===== src/rcls_pkg.sv =====
// rcls_pkg: shared types, codes and constants for the rate command limiter
// depends on nothing
package rcls_pkg;
	localparam int ONE_FIX = 65536;
	localparam logic [1:0] CMD_LOAD = 2'd0;
	localparam logic [1:0] CMD_ROT = 2'd1;
	localparam logic [1:0] CMD_BODY = 2'd2;
	localparam logic [1:0] CMD_CLEAR = 2'd3;
	localparam logic CFG_GAIN = 1'b0;
	localparam logic CFG_LIMIT = 1'b1;

	typedef logic signed [23:0] v24_t;
	typedef logic signed [17:0] m18_t;

	// square-root unit request and reply
	typedef struct packed {
		logic start;
		logic [49:0] radicand;
	} sqrt_req_t;

	typedef struct packed {
		logic done;
		logic [24:0] root;
	} sqrt_rsp_t;

	// divider request and reply (unsigned magnitude / divisor)
	typedef struct packed {
		logic start;
		logic [45:0] dividend;
		logic [24:0] divisor;
	} div_req_t;

	typedef struct packed {
		logic done;
		logic [45:0] quotient;
	} div_rsp_t;
endpackage


===== src/rcls_sqrt.sv =====
// rcls_sqrt: iterative floor square root, one result bit per cycle
// depends on rcls_pkg
module rcls_sqrt (
	input logic clk,
	input logic arst_n,
	input rcls_pkg::sqrt_req_t req,
	output rcls_pkg::sqrt_rsp_t rsp
);
	import rcls_pkg::*;

	logic [49:0] rad_q;
	logic [25:0] rem_q;
	logic [24:0] res_q;
	logic [4:0] cnt_q;
	logic busy_q;
	logic done_q;
	logic [27:0] rem_sh;
	logic [27:0] trial;
	logic fits;

	// restoring method: bring down two bits, try (4*res+1)
	assign rem_sh = {rem_q, rad_q[49:48]};
	assign trial = {1'b0, res_q, 2'b01};
	assign fits = (rem_sh >= trial);

	always_ff @(posedge clk or negedge arst_n) begin
		if (!arst_n) begin
			busy_q <= 1'b0;
			done_q <= 1'b0;
			cnt_q <= '0;
		end else begin
			done_q <= 1'b0;
			if (req.start) begin
				busy_q <= 1'b1;
				cnt_q <= 5'd24;
			end else if (busy_q) begin
				if (cnt_q == 5'd0) begin
					busy_q <= 1'b0;
					done_q <= 1'b1;
				end
				cnt_q <= cnt_q - 5'd1;
			end
		end
	end

	always_ff @(posedge clk) begin
		if (req.start) begin
			rad_q <= req.radicand;
			rem_q <= '0;
			res_q <= '0;
		end else if (busy_q) begin
			rad_q <= {rad_q[47:0], 2'b00};
			if (fits) begin
				rem_q <= 26'(rem_sh - trial);
				res_q <= {res_q[23:0], 1'b1};
			end else begin
				rem_q <= rem_sh[25:0];
				res_q <= {res_q[23:0], 1'b0};
			end
		end
	end

	assign rsp.done = done_q;
	assign rsp.root = res_q;
endmodule


===== src/rcls_div.sv =====
// rcls_div: iterative unsigned restoring divider, one quotient bit per cycle
// depends on rcls_pkg
module rcls_div (
	input logic clk,
	input logic arst_n,
	input rcls_pkg::div_req_t req,
	output rcls_pkg::div_rsp_t rsp
);
	import rcls_pkg::*;

	logic [45:0] quo_q;
	logic [24:0] rem_q;
	logic [24:0] dvs_q;
	logic [5:0] cnt_q;
	logic busy_q;
	logic done_q;
	logic [25:0] sh;

	assign sh = {rem_q, quo_q[45]};

	always_ff @(posedge clk or negedge arst_n) begin
		if (!arst_n) begin
			busy_q <= 1'b0;
			done_q <= 1'b0;
			cnt_q <= '0;
		end else begin
			done_q <= 1'b0;
			if (req.start) begin
				busy_q <= 1'b1;
				cnt_q <= 6'd45;
			end else if (busy_q) begin
				if (cnt_q == 6'd0) begin
					busy_q <= 1'b0;
					done_q <= 1'b1;
				end
				cnt_q <= cnt_q - 6'd1;
			end
		end
	end

	always_ff @(posedge clk) begin
		if (req.start) begin
			quo_q <= req.dividend;
			rem_q <= '0;
			dvs_q <= req.divisor;
		end else if (busy_q) begin
			if (sh >= {1'b0, dvs_q}) begin
				rem_q <= 25'(sh - {1'b0, dvs_q});
				quo_q <= {quo_q[44:0], 1'b1};
			end else begin
				rem_q <= sh[24:0];
				quo_q <= {quo_q[44:0], 1'b0};
			end
		end
	end

	assign rsp.done = done_q;
	assign rsp.quotient = quo_q;
endmodule


===== src/rate_command_limit_smooth_core.sv =====
// rate_command_limit_smooth_core: top level, sequencer and shared multiplier
// depends on rcls_pkg, rcls_sqrt, rcls_div
//
// One transaction at a time. A load or clear transaction is handled in the
// idle state. A step runs a sequencer around one shared 25x25-bit multiplier:
// nine products for the rotation (rotated steps only), three squares, a 25-step
// square root, then, when the magnitude is over the limit, three 46-step
// divisions, and six products for the blend. The result goes to an output
// register; in its last state the sequencer waits only when the previous
// result there has not been taken.
module rate_command_limit_smooth_core (
	input logic clk,
	input logic arst_n,
	input logic cfg_we,
	input logic cfg_index,
	input logic [22:0] cfg_data,
	input logic in_valid,
	output logic in_stall,
	input logic [1:0] cmd,
	input logic [1:0] row,
	input rcls_pkg::v24_t val_a,
	input rcls_pkg::v24_t val_b,
	input rcls_pkg::v24_t val_c,
	output logic out_valid,
	input logic out_stall,
	output rcls_pkg::v24_t out_x,
	output rcls_pkg::v24_t out_y,
	output rcls_pkg::v24_t out_z
);
	import rcls_pkg::*;

	localparam logic [3:0] ST_IDLE = 4'd0;
	localparam logic [3:0] ST_ROT = 4'd1;
	localparam logic [3:0] ST_SQ = 4'd2;
	localparam logic [3:0] ST_SQRT = 4'd3;
	localparam logic [3:0] ST_DIV = 4'd4;
	localparam logic [3:0] ST_DIVW = 4'd5;
	localparam logic [3:0] ST_BLEND = 4'd6;
	localparam logic [3:0] ST_OUT = 4'd7;
	localparam logic [3:0] ST_SQW = 4'd8;

	logic [3:0] state_q;
	logic [16:0] gain_q;
	logic [22:0] limit_q;
	m18_t rot_q [9];
	v24_t cmd_q [3];
	v24_t t_q [3];
	v24_t v_q [3];
	logic [1:0] i_q;
	logic [1:0] c_q;
	logic signed [49:0] acc_q;
	logic [49:0] sq_q;
	logic [24:0] mag_q;
	logic out_valid_q;
	v24_t out_x_q;
	v24_t out_y_q;
	v24_t out_z_q;

	// shared multiplier operands
	logic signed [24:0] mul_a;
	logic signed [24:0] mul_b;
	logic signed [49:0] prod;
	logic [3:0] ridx;
	logic [3:0] lbase;
	logic [16:0] b_eff;

	assign b_eff = gain_q[16] ? 17'd65536 : gain_q;
	assign ridx = 4'({2'b0, i_q} * 4'd3 + {2'b0, c_q});
	assign lbase = 4'({2'b0, row} * 4'd3);
	assign prod = mul_a * mul_b;

	always_comb begin
		mul_a = '0;
		mul_b = '0;
		unique case (state_q)
			ST_ROT: begin
				mul_a = 25'(rot_q[ridx]);
				mul_b = 25'(t_q[c_q]);
			end
			ST_SQ: begin
				mul_a = 25'(v_q[i_q]);
				mul_b = 25'(v_q[i_q]);
			end
			ST_BLEND: begin
				if (c_q == 2'd0) begin
					mul_a = 25'($signed({1'b0, 17'(18'd65536 - {1'b0, b_eff})}));
					mul_b = 25'(cmd_q[i_q]);
				end else begin
					mul_a = 25'($signed({1'b0, b_eff}));
					mul_b = 25'(v_q[i_q]);
				end
			end
			default: begin
				mul_a = '0;
				mul_b = '0;
			end
		endcase
	end

	// square root and divider
	sqrt_req_t sq_req;
	sqrt_rsp_t sq_rsp;
	div_req_t dv_req;
	div_rsp_t dv_rsp;
	logic [23:0] vabs;
	logic [45:0] dividend;

	assign sq_req.start = (state_q == ST_SQRT);
	assign sq_req.radicand = sq_q;
	assign vabs = v_q[i_q][23] ? 24'(-v_q[i_q]) : v_q[i_q];
	assign dividend = 46'(vabs) * 46'(limit_q);
	assign dv_req.start = (state_q == ST_DIV);
	assign dv_req.dividend = dividend;
	assign dv_req.divisor = mag_q;

	rcls_sqrt u_sqrt (.clk(clk), .arst_n(arst_n), .req(sq_req), .rsp(sq_rsp));
	rcls_div u_div (.clk(clk), .arst_n(arst_n), .req(dv_req), .rsp(dv_rsp));

	logic accept;
	logic out_free;
	assign in_stall = (state_q != ST_IDLE);
	assign accept = in_valid && !in_stall;
	assign out_free = !out_valid_q || !out_stall;

	// floor shift and saturate of the accumulator
	logic signed [33:0] shr;
	v24_t satv;
	assign shr = 34'(acc_q >>> 16);
	assign satv = (shr > 34'sd8388607) ? 24'sh7FFFFF :
		(shr < -34'sd8388608) ? 24'sh800000 : shr[23:0];

	m18_t ld [3];
	always_comb begin
		ld[0] = (val_a > 24'sd131071) ? 18'sh1FFFF :
			(val_a < -24'sd131072) ? 18'sh20000 : val_a[17:0];
		ld[1] = (val_b > 24'sd131071) ? 18'sh1FFFF :
			(val_b < -24'sd131072) ? 18'sh20000 : val_b[17:0];
		ld[2] = (val_c > 24'sd131071) ? 18'sh1FFFF :
			(val_c < -24'sd131072) ? 18'sh20000 : val_c[17:0];
	end

	always_ff @(posedge clk or negedge arst_n) begin
		if (!arst_n) begin
			state_q <= ST_IDLE;
			gain_q <= '0;
			limit_q <= '0;
			out_valid_q <= 1'b0;
			for (int k = 0; k < 9; k++)
				rot_q[k] <= (k % 4 == 0) ? 18'sd65536 : 18'sd0;
			for (int k = 0; k < 3; k++)
				cmd_q[k] <= '0;
			i_q <= '0;
			c_q <= '0;
			mag_q <= '0;
			out_x_q <= '0;
			out_y_q <= '0;
			out_z_q <= '0;
		end else begin
			if (cfg_we) begin
				if (cfg_index == CFG_GAIN)
					gain_q <= cfg_data[16:0];
				else
					limit_q <= cfg_data;
			end
			if (state_q == ST_OUT && out_free)
				out_valid_q <= 1'b1;
			else if (!out_stall)
				out_valid_q <= 1'b0;
			unique case (state_q)
				ST_IDLE: begin
					if (accept) begin
						i_q <= '0;
						c_q <= '0;
						unique case (cmd)
							CMD_LOAD: begin
								if (row != 2'd3) begin
									rot_q[lbase] <= ld[0];
									rot_q[lbase + 4'd1] <= ld[1];
									rot_q[lbase + 4'd2] <= ld[2];
								end
							end
							CMD_CLEAR: begin
								for (int k = 0; k < 3; k++)
									cmd_q[k] <= '0;
							end
							CMD_ROT: state_q <= ST_ROT;
							CMD_BODY: state_q <= ST_SQ;
							default: ;
						endcase
					end
				end
				ST_ROT: begin
					if (c_q == 2'd2) begin
						c_q <= '0;
						if (i_q == 2'd2) begin
							i_q <= '0;
							state_q <= ST_SQW;
						end else begin
							i_q <= i_q + 2'd1;
						end
					end else begin
						c_q <= c_q + 2'd1;
					end
				end
				ST_SQW: state_q <= ST_SQ;
				ST_SQ: begin
					if (i_q == 2'd2) begin
						i_q <= '0;
						state_q <= ST_SQRT;
					end else begin
						i_q <= i_q + 2'd1;
					end
				end
				ST_SQRT: state_q <= ST_DIVW;
				ST_DIVW: begin
					if (sq_rsp.done) begin
						mag_q <= sq_rsp.root;
						if ({1'b0, sq_rsp.root} > {3'b0, limit_q}) begin
							state_q <= ST_DIV;
						end else begin
							state_q <= ST_BLEND;
						end
						i_q <= '0;
						c_q <= '0;
					end else if (dv_rsp.done) begin
						if (i_q == 2'd2) begin
							i_q <= '0;
							state_q <= ST_BLEND;
						end else begin
							i_q <= i_q + 2'd1;
							state_q <= ST_DIV;
						end
					end
				end
				ST_DIV: state_q <= ST_DIVW;
				ST_BLEND: begin
					if (c_q == 2'd0) begin
						c_q <= 2'd1;
						if (i_q != 2'd0)
							cmd_q[i_q - 2'd1] <= satv;
					end else begin
						c_q <= '0;
						if (i_q == 2'd2) begin
							i_q <= '0;
							state_q <= ST_OUT;
						end else begin
							i_q <= i_q + 2'd1;
						end
					end
				end
				ST_OUT: begin
					// hold here while the previous result is still waiting
					if (out_free) begin
						cmd_q[2] <= satv;
						out_x_q <= cmd_q[0];
						out_y_q <= cmd_q[1];
						out_z_q <= satv;
						state_q <= ST_IDLE;
					end
				end
				default: state_q <= ST_IDLE;
			endcase
		end
	end

	// datapath accumulation; writes of v happen one step behind
	always_ff @(posedge clk) begin
		if (accept) begin
			t_q[0] <= val_a;
			t_q[1] <= val_b;
			t_q[2] <= val_c;
			v_q[0] <= val_a;
			v_q[1] <= val_b;
			v_q[2] <= val_c;
			acc_q <= '0;
			sq_q <= '0;
		end
		unique case (state_q)
			ST_ROT: begin
				if (c_q == 2'd0)
					acc_q <= prod;
				else
					acc_q <= acc_q + prod;
				if (c_q == 2'd0 && i_q != 2'd0)
					v_q[i_q - 2'd1] <= satv;
			end
			ST_SQW: v_q[2] <= satv;
			ST_SQ: begin
				if (i_q == 2'd0)
					sq_q <= 50'(prod);
				else
					sq_q <= sq_q + 50'(prod);
			end
			ST_DIVW: begin
				if (dv_rsp.done)
					v_q[i_q] <= v_q[i_q][23] ? 24'(-dv_rsp.quotient[23:0])
						: dv_rsp.quotient[23:0];
			end
			ST_BLEND: begin
				if (c_q == 2'd0)
					acc_q <= prod;
				else
					acc_q <= acc_q + prod;
			end
			default: ;
		endcase
	end

	assign out_valid = out_valid_q;
	assign out_x = out_x_q;
	assign out_y = out_y_q;
	assign out_z = out_z_q;
endmodule


===== config.mk =====
export PLATFORM = sky130hd
export DESIGN_NAME = rate_command_limit_smooth_core
export DESIGN_NICKNAME = d
export VERILOG_FILES = /design/src/rcls_pkg.sv /design/src/rcls_sqrt.sv /design/src/rcls_div.sv /design/src/rate_command_limit_smooth_core.sv
export SDC_FILE = /design/constraint.sdc
export NUM_CORES = 2
export LEC_CHECK = 0
export BUFFER_PORTS_ARGS = -buffer_cell sky130_fd_sc_hd__clkbuf_2
export CAP_MARGIN = 20
export CORE_ASPECT_RATIO = 0.5
export CORE_MARGIN = 4
export CORE_UTILIZATION = 64
export DETAILED_ROUTE_END_ITERATION = 7
export PLACE_DENSITY = 0.82
export SYNTH_ARGS = -nofsm -noshare
export SYNTH_HDL_FRONTEND = slang
export SYNTH_SLANG_ARGS = --single-unit

===== constraint.sdc =====
create_clock -name clk -period 18.4 [get_ports clk]
set_input_delay 0.92 -clock clk [delete_from_list [all_inputs] [get_ports clk]]
set_output_delay 0.92 -clock clk [all_outputs]
set_load 0.005 [all_outputs]

==> out/results.tsv <==
stage	metric	value	unit
run_status	status	finished, violations left	
run_status	violated checks	design-rule violations	
drt	Via Count	74000	
setup_path	cell repeated most along the worst path	fa_1	
placed_design	PortBufs	178	
floorplanning	Starting Density	64.6	%
setup_path	CP max FO	29	
drt	WL/cell	24.9	µm
floorplanning	core area	0.138	mm²
setup_path	Crit-path slowest cell	dfrtp_1	
timing	fin crit period	14.52	ns
job	Max-Cap Viols	0	
synthesis	predominant post-synthesis flop cell	dfrtp_1	
floorplanning	Die ar.	0.145	mm²
cells_and_area	Area growth, synth to finish	7.22	%
clock_tree	Max clock buf depth	3	
setup_path	Worst Path Required	18.83	ns
power_and_ir_drop	Combinational Power Share	68.5	%
synthesis	post-synthesis sequential area ratio	26.0	%
timing	Max-slew headroom	14.9	%
setup_path	startpoint types	flop	
timing	Final Worst Setup Slack	3.88	ns
clock_tree	post-CTS setup buffer count	0	
timing	fmax	0.0689	GHz
synthesis	cell count after synthesis	9656	
grt	GRT overflow	0	
drt	# DRC	3	
clock_tree	Root Driver	clkbuf_16	
setup_path	CP arrival	14.95	ns
grt	number of global-route vias before repair	73100	
timing	Worst Tran Pin Value	1.27	ns
synthesis	Post-Syn Area	0.0888	mm²
timing	Max Clock Skew	0.0395	ns
power_and_ir_drop	Psw	6.15	mW
clock_tree	CTS tree	built	
synthesis	Yosys warning total	0	
clock_tree	clock sink total	860	
drt	Routed Antenna Nets	0	
clock_tree	H-tree levels	3	
setup_path	crit path kind	reg -> reg	
floorplanning	Die H	271	µm
clock_tree	CTS buffer count	83	
clock_tree	# hold bufs at CTS	0	
synthesis	proportion of netlist area held by the largest area contributor	24.9	%
cells_and_area	nets@finish	11300	
synthesis	Async S/R FF share, synth	45.9	%
timing	endpoints failing setup	0	
timing	Fin Setup TNS	0	ns
placed_design	routability cong.	1.03	
worst_hold_path	worst hold path class	in -> async	
placed_design	hpwl dp	216000	µm
setup_path	FF-to-FF setup slack	3.88	ns
floorplanning	IO Count	179	
power_and_ir_drop	Max VDD drop	0.000563	V
synthesis	Synth Area per Inst	9.20	µm²
setup_path	critical path's largest stage delay	1.03	ns
power_and_ir_drop	LEAKAGE	44.9	nW
grt	GRT Overall Usage	39.9	%
floorplanning	Cell Rows	96	
clock_tree	Worst-Skew Late Latency	0.74	ns
synthesis	commonest cells in the netlist	1595 x nand2_1, 1361 x inv_1, 1106 x fa_1	
timing	RSZ-0062 raised after global routing	no	
grt	first-pass GRT wire length	440000	µm
placed_design	pre-CTS WS	4.27	ns
synthesis	most common cell in the netlist	nand2_1	
synthesis	post-synth top area cell	fa_1	
drt	Vias/cell	6.40	
cells_and_area	share of layout cells above drive strength 1	9.04	%
setup_path	CP endpoint kind	flop	
synthesis	Unique masters post-synth	99	
power_and_ir_drop	Internal	6.91	mW
clock_tree	clock-pin transition on the worst setup and hold timing paths	0.08	ns
power_and_ir_drop	Power Total	13.1	mW
drt	drt first pass iters	8	
power_and_ir_drop	power density over the cells	137	mW/mm²
synthesis	Yosys reg bits	860	
synthesis	synth top area cells	fa_1 25%, edfxtp_1 13%, dfrtp_1 11%	
synthesis	number of synthesized flops with an enable pin	389	
drt	Iteration-0 DRC Markers	9384	
floorplanning	Die Wd	535	µm
timing	Slew Viols, Final	0	
synthesis	Synth Net Count	11400	
clock_tree	number of gates resized after cts	0	
timing	final hold vios	0	
timing	period utilisation layout	78.9	%
drt	routed wire length	289000	µm
power_and_ir_drop	Clock power frac	14.9	%
power_and_ir_drop	Reg power frac	16.6	%
grt	largest net degree at the start of global routing	108	
grt	initial antenna violation count	29	
power_and_ir_drop	sw frac	47.1	%
## critical path: cells and delay by family, from the launching register on
family	cells	cell delay, ns
AOI/OAI and AO/OA	17	3.83
and+or+nand+nor	6	1.64
buffers and inverters	11	1.63
xor gates and xnor gates	1	0.37
adders and majority gates	12	5.66
DFF	1	1.03
## metrics by stage
| stage | area [µm²] | hold WS [ns] | instances | utilization [%] |
|---|---|---|---|---|
| after floorplan | 88800 | 0.425 | 9656 | - |
| after global placement | 92000 | 0.430 | 11400 | 66.9 |
| after detailed placement | 92000 | 0.430 | 11400 | 66.9 |
| after CTS | 95000 | 0.245 | 11500 | 69.1 |
| after global routing | 95200 | 0.307 | 11500 | 69.2 |
| final | 95300 | 0.252 | 11600 | 69.3 |
## state kept, by name (all words and copies together), names as in the netlist, 23 cells and up
register and count:
rot_q 162, out_y 24, u_sqrt.res_q 25, u_sqrt.rem_q 26
acc_q 50, sq_q 50, u_div.quo_q 46, mag_q 25
u_sqrt.rad_q 50, t_q 72, out_x 24, limit_q 23
u_div.rem_q 25, out_z 24, v_q 96, cmd_q 72
u_div.dvs_q 25
## layout make-up
class | instances | area (µm²)
inverters | 1367 | 5130
clock inverters | 46 | 689
multi-input cells | 6924 | 59100
diodes | 30 | 75.1
repair buffers | 373 | 2440
flip-flops and latches | 860 | 23100
well taps | 1862 | 2330
clock buffers | 110 | 2350
fillers | 10300 | 42300
## placed cells by master (no fill, tap or decap), types with 85 or more instances in the layout
| cell type | netlist | routed |
|---|---|---|
| xor2_1 | 100 | 88 |
| fa_1 | 1106 | 1106 |
| and2_1 | 132 | 132 |
| dfrtp_1 | 392 | 388 |
| edfxtp_1 | 389 | 389 |
| ha_1 | 511 | 508 |
| a21o_1 | 153 | 153 |
| o21ai_0 | 625 | 623 |
| clkbuf_2 | 0 | 178 |
| a21oi_1 | 438 | 432 |
| xnor2_1 | 174 | 165 |
| mux2i_1 | 111 | 111 |
| mux2_2 | 177 | 177 |
| buf_4 | 1 | 185 |
| inv_1 | 1361 | 1358 |
| nand2_1 | 1595 | 1586 |
| clkbuf_16 | 0 | 85 |
| nor2_1 | 653 | 648 |
## worst paths after layout
path                                       start  depth (start not counted)                        end
min                                       arst_n                          1       out_z[7]$_DFFE_PN0P_
max reg2reg                   c_q[1]$_DFFE_PN0P_                         47     sq_q[49]$_SDFFCE_PN0P_
min in group clk                    cfg_data[19]                          2    limit_q[19]$_DFFE_PN0P_
max in group asynchronous                 arst_n                          4      mag_q[12]$_DFFE_PN0P_
max                           c_q[1]$_DFFE_PN0P_                         47     sq_q[49]$_SDFFCE_PN0P_
min reg2reg                mag_q[22]$_DFFE_PN0P_                          0  u_div.dvs_q[22]$_DFFE_PP_
## power by group through the flow
stage | logic [mW] | registers (mW) | clock network [mW]
after floorplan | 6.63 | 2.15 | 0
after global placement | 8.58 | 2.19 | 0
after detailed placement | 8.71 | 2.20 | 0
after CTS | 8.83 | 2.16 | 1.95
after global routing | 9.94 | 2.17 | 2.03
final | 8.95 | 2.16 | 1.95
## kinds of logic after synthesis
kind of cell	after synthesis	share of synthesized area, %
AO/OA/AOI/OAI	1848	12.7
multiplexers	347	4.99
adder cells (fa/ha/maj)	1617	32.1
AND/OR/NAND/NOR	2838	13.6
flip-flops	860	26.0
XOR/XNOR	274	2.70
buffers and inverters	1872	7.96
## layer usage
layer / track usage [%] / part of all wire (%) / vias up
met5: 0.132 / 0.10 / -
met4: 21.8 / 6.7 / 26
met3: 18.0 / 16 / 1111
met2: 56.4 / 41 / 5176
met1: 51.2 / 36 / 36100
li1: - / - / 31600
Power figures use the tool's default switching activity.
